--- src/hw/rtl/hfcd_pkg.sv ---
`default_nettype none
package hfcd_pkg;

	localparam int CH_W    = 8;
	localparam int EV_W    = 3;
	localparam int POS_W   = 17;
	localparam int CFG_IDX_W = 1;

	localparam logic [CH_W-1:0] FRAME_START_RST = 8'h24;
	localparam logic [CH_W-1:0] LINE_END_RST    = 8'h0A;
	localparam logic [CH_W-1:0] CH_ESC          = 8'h1B;
	localparam logic [CH_W-1:0] CH_BS           = 8'h08;
	localparam logic [CH_W-1:0] CH_DEL          = 8'h7F;
	localparam logic [CH_W-1:0] CH_PRINT_LO     = 8'h20;
	localparam logic [CH_W-1:0] CH_PRINT_HI     = 8'h7E;
	localparam logic [15:0]     UP_ARROW_TAIL   = 16'h5B41;
	localparam logic [POS_W-1:0] LEN_DIGITS     = 17'd4;
	localparam logic [POS_W-1:0] LOW_DONE_LEFT  = 17'd2;

	typedef enum logic [CFG_IDX_W-1:0] {
		REG_FRAME_START = 1'b0,
		REG_LINE_END    = 1'b1
	} cfg_reg_t;

	typedef enum logic [EV_W-1:0] {
		EV_LEN_BYTE   = 3'd0,
		EV_PAY_BYTE   = 3'd1,
		EV_TEXT_STORE = 3'd2,
		EV_TEXT_ERASE = 3'd3,
		EV_LINE_DONE  = 3'd4,
		EV_UP_ARROW   = 3'd5
	} event_t;

	typedef struct packed {
		logic             valid;
		event_t           ev;
		logic [CH_W-1:0]  data;
		logic [POS_W-1:0] pos;
		logic             last;
	} result_t;

	typedef struct packed {
		logic [CH_W-1:0] frame_start;
		logic [CH_W-1:0] line_end;
	} cfg_t;

	function automatic logic [3:0] hex_nibble(input logic [CH_W-1:0] c);
		logic [3:0] n;
		n = 4'd0;
		if (c >= 8'h30 && c <= 8'h39) n = c[3:0];
		else if ((c >= 8'h61 && c <= 8'h66) || (c >= 8'h41 && c <= 8'h46))
			n = 4'(c[3:0] + 4'd9);
		return n;
	endfunction

endpackage
`default_nettype wire

--- src/hw/rtl/hfcd_core.sv ---
`default_nettype none
module hfcd_core #(
	parameter int LINE_CAPACITY = 512
) (
	input  wire logic                     clk,
	input  wire logic                     arst_n,
	input  wire logic                     fire,
	input  wire logic [hfcd_pkg::CH_W-1:0] ch,
	input  wire hfcd_pkg::cfg_t           cfg,
	output hfcd_pkg::result_t             res
);

	localparam logic [hfcd_pkg::POS_W-1:0] FULL_POS = hfcd_pkg::POS_W'(LINE_CAPACITY - 1);

	logic                        in_bin_q, in_bin_d;
	logic                        len_known_q, len_known_d;
	logic [hfcd_pkg::POS_W-1:0]  digits_q, digits_d;
	logic [7:0]                  acc_q, acc_d;
	logic [7:0]                  len_lo_q, len_lo_d;
	logic [hfcd_pkg::POS_W-1:0]  wpos_q, wpos_d;
	logic [1:0]                  esc_rem_q, esc_rem_d;
	logic [15:0]                 esc_chars_q, esc_chars_d;

	logic [7:0]                  acc_n;
	logic [hfcd_pkg::POS_W-1:0]  digits_n;
	logic [15:0]                 len;
	logic [hfcd_pkg::POS_W-1:0]  wpos_t;
	logic                        stored, erased, done;

	always_comb begin
		in_bin_d    = in_bin_q;
		len_known_d = len_known_q;
		digits_d    = digits_q;
		acc_d       = acc_q;
		len_lo_d    = len_lo_q;
		wpos_d      = wpos_q;
		esc_rem_d   = esc_rem_q;
		esc_chars_d = esc_chars_q;
		res         = '0;
		acc_n       = {acc_q[3:0], hfcd_pkg::hex_nibble(ch)};
		digits_n    = digits_q - 1'b1;
		len         = {acc_n, len_lo_q};
		wpos_t      = wpos_q;
		stored      = 1'b0;
		erased      = 1'b0;
		done        = 1'b0;
		if (!in_bin_q && wpos_q == '0 && esc_rem_q == 2'd0 && ch == cfg.frame_start) begin
			in_bin_d    = 1'b1;
			len_known_d = 1'b0;
			digits_d    = hfcd_pkg::LEN_DIGITS;
			acc_d       = '0;
			len_lo_d    = '0;
		end else if (in_bin_q) begin
			digits_d = digits_n;
			if (digits_n[0]) begin
				acc_d = acc_n;
			end else begin
				acc_d     = '0;
				wpos_d    = wpos_q + 1'b1;
				res.valid = 1'b1;
				res.data  = acc_n;
				res.pos   = wpos_q;
				if (!len_known_q) begin
					res.ev = hfcd_pkg::EV_LEN_BYTE;
					if (digits_n == hfcd_pkg::LOW_DONE_LEFT) begin
						len_lo_d = acc_n;
					end else begin
						len_known_d = 1'b1;
						digits_d    = {len, 1'b0};
						if (len == '0) begin
							in_bin_d    = 1'b0;
							len_known_d = 1'b0;
							digits_d    = '0;
							wpos_d      = '0;
							res.last    = 1'b1;
						end
					end
				end else begin
					res.ev = hfcd_pkg::EV_PAY_BYTE;
					if (digits_n == '0) begin
						in_bin_d    = 1'b0;
						len_known_d = 1'b0;
						wpos_d      = '0;
						res.last    = 1'b1;
					end
				end
			end
		end else if (esc_rem_q != 2'd0) begin
			esc_chars_d = {esc_chars_q[7:0], ch};
			esc_rem_d   = esc_rem_q - 1'b1;
			if (esc_rem_d == 2'd0 && esc_chars_d == hfcd_pkg::UP_ARROW_TAIL) begin
				res.valid = 1'b1;
				res.ev    = hfcd_pkg::EV_UP_ARROW;
				res.pos   = wpos_q;
			end
		end else begin
			if (ch == hfcd_pkg::CH_ESC) begin
				esc_rem_d   = 2'd2;
				esc_chars_d = '0;
			end else if (ch == hfcd_pkg::CH_BS || ch == hfcd_pkg::CH_DEL) begin
				if (wpos_q != '0) begin
					wpos_t = wpos_q - 1'b1;
					erased = 1'b1;
				end
			end else if (ch >= hfcd_pkg::CH_PRINT_LO && ch <= hfcd_pkg::CH_PRINT_HI) begin
				wpos_t = wpos_q + 1'b1;
				stored = 1'b1;
			end
			done   = (ch == cfg.line_end) || (wpos_t >= FULL_POS);
			wpos_d = done ? '0 : wpos_t;
			if (done) begin
				res.valid = 1'b1;
				res.ev    = hfcd_pkg::EV_LINE_DONE;
				res.data  = stored ? ch : '0;
				res.pos   = wpos_t;
				res.last  = 1'b1;
			end else if (stored) begin
				res.valid = 1'b1;
				res.ev    = hfcd_pkg::EV_TEXT_STORE;
				res.data  = ch;
				res.pos   = wpos_q;
			end else if (erased) begin
				res.valid = 1'b1;
				res.ev    = hfcd_pkg::EV_TEXT_ERASE;
				res.pos   = wpos_t;
			end
		end
	end

	always_ff @(posedge clk or negedge arst_n) begin
		if (!arst_n) begin
			in_bin_q    <= 1'b0;
			len_known_q <= 1'b0;
			digits_q    <= '0;
			acc_q       <= '0;
			len_lo_q    <= '0;
			wpos_q      <= '0;
			esc_rem_q   <= '0;
			esc_chars_q <= '0;
		end else if (fire) begin
			in_bin_q    <= in_bin_d;
			len_known_q <= len_known_d;
			digits_q    <= digits_d;
			acc_q       <= acc_d;
			len_lo_q    <= len_lo_d;
			wpos_q      <= wpos_d;
			esc_rem_q   <= esc_rem_d;
			esc_chars_q <= esc_chars_d;
		end
	end

endmodule
`default_nettype wire

--- src/hw/rtl/hex_framed_command_deframer.sv ---
// channel | handshake             | payload
// char    | char_valid/char_stall | ch
// result  | res_valid/res_stall   | event_res, data_byte, position, last_of_command
// config  | cfg_valid/cfg_ready   | cfg_index, cfg_data
//
// one character per cycle sustained while no result is held; a result is formed from its character
// through the input register, then decode against the line state into the result register
// arst_n clears mode, length, line and escape state and restores the config defaults
// a held result stalls the input register, and char_stall rises once that register is full
`default_nettype none
module hex_framed_command_deframer #(
	parameter int LINE_CAPACITY = 512
) (
	input  wire logic                          clk,
	input  wire logic                          arst_n,
	input  wire logic                          char_valid,
	output logic                               char_stall,
	input  wire logic [hfcd_pkg::CH_W-1:0]     ch,
	output logic                               res_valid,
	input  wire logic                          res_stall,
	output logic [hfcd_pkg::EV_W-1:0]          event_res,
	output logic [hfcd_pkg::CH_W-1:0]          data_byte,
	output logic [hfcd_pkg::POS_W-1:0]         position,
	output logic                               last_of_command,
	input  wire logic                          cfg_valid,
	output logic                               cfg_ready,
	input  wire logic [hfcd_pkg::CFG_IDX_W-1:0] cfg_index,
	input  wire logic [hfcd_pkg::CH_W-1:0]     cfg_data
);

	hfcd_pkg::cfg_t              cfg_q;
	logic                        valid_s1;
	logic [hfcd_pkg::CH_W-1:0]   ch_s1;
	logic                        out_free;
	logic                        fire;
	hfcd_pkg::result_t           res;
	hfcd_pkg::result_t           res_q;

	assign cfg_ready  = 1'b1;
	assign out_free   = !res_q.valid || !res_stall;
	assign fire       = valid_s1 && out_free;
	assign char_stall = valid_s1 && !out_free;

	always_ff @(posedge clk or negedge arst_n) begin
		if (!arst_n) begin
			cfg_q.frame_start <= hfcd_pkg::FRAME_START_RST;
			cfg_q.line_end    <= hfcd_pkg::LINE_END_RST;
		end else if (cfg_valid) begin
			unique case (hfcd_pkg::cfg_reg_t'(cfg_index))
				hfcd_pkg::REG_FRAME_START: cfg_q.frame_start <= cfg_data;
				hfcd_pkg::REG_LINE_END:    cfg_q.line_end    <= cfg_data;
				default: ;
			endcase
		end
	end

	always_ff @(posedge clk or negedge arst_n) begin
		if (!arst_n) begin
			valid_s1 <= 1'b0;
		end else if (!char_stall) begin
			valid_s1 <= char_valid;
		end
	end

	always_ff @(posedge clk) begin
		if (!char_stall && char_valid) begin
			ch_s1 <= ch;
		end
	end

	hfcd_core #(
		.LINE_CAPACITY(LINE_CAPACITY)
	) u_core (
		.clk   (clk),
		.arst_n(arst_n),
		.fire  (fire),
		.ch    (ch_s1),
		.cfg   (cfg_q),
		.res   (res)
	);

	always_ff @(posedge clk or negedge arst_n) begin
		if (!arst_n) begin
			res_q <= '0;
		end else if (out_free) begin
			res_q.valid <= fire && res.valid;
			if (fire) begin
				res_q.ev   <= res.ev;
				res_q.data <= res.data;
				res_q.pos  <= res.pos;
				res_q.last <= res.last;
			end
		end
	end

	assign res_valid       = res_q.valid;
	assign event_res       = res_q.ev;
	assign data_byte       = res_q.data;
	assign position        = res_q.pos;
	assign last_of_command = res_q.last;

endmodule
`default_nettype wire
--- config.mk ---
export PLATFORM = sky130hd
export DESIGN_NAME = hex_framed_command_deframer
export DESIGN_NICKNAME = d
export VERILOG_FILES = /design/src/hw/rtl/hfcd_pkg.sv /design/src/hw/rtl/hfcd_core.sv /design/src/hw/rtl/hex_framed_command_deframer.sv
export SDC_FILE = /design/constraint.sdc
export NUM_CORES = 1
export LEC_CHECK = 0
export BUFFER_PORTS_ARGS = -buffer_cell sky130_fd_sc_hd__buf_4
export CAP_MARGIN = 0
export CORE_MARGIN = 2
export CORE_UTILIZATION = 45
export CTS_CLUSTER_DIAMETER = 40
export DETAILED_ROUTE_END_ITERATION = 12
export GPL_ROUTABILITY_DRIVEN = 0
export SLEW_MARGIN = 20
export SYNTH_ARGS = -nofsm -noshare
export SYNTH_HDL_FRONTEND = slang
export SYNTH_HIERARCHICAL = 1
export SYNTH_SLANG_ARGS = --single-unit
--- constraint.sdc ---
create_clock -name clk -period 4 [get_ports clk]
set_clock_uncertainty 0.2 [all_clocks]
set_input_delay 0.6 -clock clk [delete_from_list [all_inputs] [get_ports clk]]
set_output_delay 0.6 -clock clk [all_outputs]
set_load 0.03 [all_outputs]
==> results.md <==
* Outcome: finished clean
* CTS tree: built
* Layout Area Growth over Synthesis at 23.0%
* Post-synth EDFFs at 8
* Vias after detailed routing at 7482
* Iter 0 DRT Violations at approximately 750
* Final non-filler cell total at between 1k and 1.5k
* Pwr/cell area at 633 nW/um^2
* Yosys top cell area share at 0.326
* Worst-path clk slew at around 60 ps
* Fraction of registers with async set/reset at 0.929
* FF+latch count, synth at 113
* Slew Viols, Final at 0
* Pin count of the biggest net entering global routing at just over 60
* CTS buffer count at 17
* Max cap viols at 0
* Fin nets at roughly 1.0k
* Slew margin rel. at 0.267
* Mapped Cells at around 880
* Syn Area/Cell at 8.87 sq um
* H-tree levels at 4
* Initial DRT Pass Iterations at 6
* Tcrit/Tclk final at 0.963
* Endpoints failing hold at 0
* N_diodes at 0
* Commonest cells after routing, fill and taps aside: buf_4 (147), nand2_1 (107), dfrtp_1 (100)
* CTS max path bufs at 2
* Clk_lat worst skew at around 430 ps
* PortBufs at 52
* Die X at between 100 and 150 microns
* CP endpoint kind: register
* Placed insts at between 1k and 1.5k
* Hold path start: ch[0]
* Io pins at between 50 and 60
* Hold crit path type: input pin to register
* Worst Setup SP: u_core/digits_q[0]
* Top_reg_cell synth: dfrtp_1
* Worst-path fanout max at 9
* Hold WS at around 150 ps
* Post-Route Utilization at 0.560
* Hold path cells at 1
* DR WL/cell at 19.8 microns
* Worst stage delay on the critical path at between 500 and 600 ps
* CORE AREA at about 17000 sq um
* Critical Path RT at a little over 4000 ps
* Synth area leaders: dfrtp_1 (33%), mux2_2 (6.5%), nand2_1 (5.2%)
* DP Wirelength at 18000 microns
* Antenna Nets Post-Route at 0
* Clock root buffer: clkbuf_16
* Crit Path Category: register to register
* Post-route cell area at 9550 sq um
* First-pass GRT wire length at roughly 38000 microns
* Critical Path Start Type: register
* R2R Path Start: u_core/digits_q[0]
* Final wirelength at ~24000 microns
* All-Layer GR Usage at 0.269
* Layout cells sized above 1 at 0.282
* Cells along the critical path: inv_1, ha_1, or2_2, o32a_1, or4b_1, or4_1, nor4b_2, o31a_1, nand2_1, buf_4, o31ai_1
* Die height at 135 microns
* Leak Pwr at 4.15 nW
* Setup WS pre-CTS at roughly 49 ps
* Commonest non-fill, non-tap cell in the layout: buf_4
* CP arrival at just under 4000 ps
* Final worst slack at ~150 ps
* Area leader, netlist: dfrtp_1
* GRT overflow at 0
* DP Area at 8800 sq um
* DRC at 0
* Worst-Margin Slew at ~1100 ps
* Synth Warn # at 6
* Initial Utilization at 0.455
* Minimum clock period at 3850 ps
* Cells on worst reg2reg path at 11
* Post-Syn Nets at around 900
* Register area share after synthesis at 0.370
* Yosys cell types at ~110
* # rows at 48
* Maximum clock frequency at about 260 MHz
* DIE AREA at between 15000 and 20000 sq um
* Setup-failing EPs final at 0
* Vias in the first global route at 6779
* Critical-path top delay cell: or4b_1
* Initial antenna violation count at 0
* Max IR drop VDD at about 0.45 mV
* Routed vias/inst at 6.11
* Clk sinks at roughly 110
* Synth Cell Area at slightly below 8000 sq um
-- cell families after synthesis --
| family | synth area share |
|---|---|
| mux | 0.0737 |
| other cells | 0.000483 |
| flops | 0.370 |
| fa+ha+maj | 0.0193 |
| simple gates | 0.235 |
| compound gates | 0.217 |
| xor+xnor | 0.0305 |
| buf+inv | 0.0538 |
-- stage by stage --
step                      setup TNS (ps)  power (mW)
after global placement                 0        4.41
after global routing               -8.51        6.40
after CTS                              0        5.95
after detailed placement               0        4.42
final                                  0        6.04
after floorplan                        0        3.49
-- registers in the layout, summed over array words and instances, names as in the netlist --
signal / count
cfg_q: 16
ch_s1: 8
data_byte: 8
event_res: 3
last_of_command: 1
position: 17
res_valid: 1
u_core/acc_q: 4
u_core/digits_q: 17
u_core/esc_chars_q: 8
u_core/esc_rem_q: 2
u_core/in_bin_q: 1
u_core/len_known_q: 1
u_core/len_lo_q: 8
u_core/wpos_q: 17
valid_s1: 1
-- cell type report --
type	count	area (sq um)
clock buffers	19	464
clock inverters	13	126
inverters	23	86.3
repair buffers	149	1130
flip-flops and latches	113	2870
fillers	1582	7510
multi-input cells	683	4580
well taps	225	282
-- synth_stat cells (9+ instances only) --
cell type	number
nor3_1	25
a22o_1	14
or3_1	9
nand4_1	15
xnor2_1	16
xor2_1	11
o31ai_1	10
inv_1	22
o21ai_0	72
mux2_2	45
nand2_1	107
buf_6	10
and3_1	9
nor2_1	64
nor3b_1	10
nor4_1	15
clkbuf_1	26
dfrtp_1	101
a21oi_1	58
nand3_1	26
ha_1	12
buf_2	9
-- report_power, final --
group	leakage, nW	switching, mW	internal (mW)
sequential	1.46	0.241	1.39
combinational	2.42	1.79	1.11
clock	0.278	0.589	0.914
-- layer usage --
layer	share of wire	up-vias	track usage
li1	-	3469	-
met1	0.46	3598	0.385
met2	0.43	354	0.391
met3	0.085	61	0.0681
met4	0.028	0	0.101
met5	0	-	0
-- worst paths after layout --
check	slack (ps)	to
min	150	ch_s1[0]
max in group asynchronous	2290	cfg_q[13]
min reg2reg	310	position[8]
max	150	u_core/wpos_q[15]
min in group asynchronous	530	u_core/digits_q[8]
max reg2reg	150	u_core/wpos_q[15]
-- timing repair --
item / 4_1_cts / 5_1_grt
setup endpoints to repair: 0 / 45
hold endpoints to repair: 3 / 0
setup buffers: 0 / 5
hold buffers: 1 / 0
resized for setup: 0 / 21
-- critical path: cells and delay by family, from the launching register on --
| kind | cells | cell delay [ps] |
|---|---|---|
| compound gates | 3 | 860 |
| buf+inv | 2 | 340 |
| fa+ha+maj | 1 | 260 |
| flops | 1 | 340 |
| simple gates | 5 | 1740 |
Power figures use the tool's default switching activity.
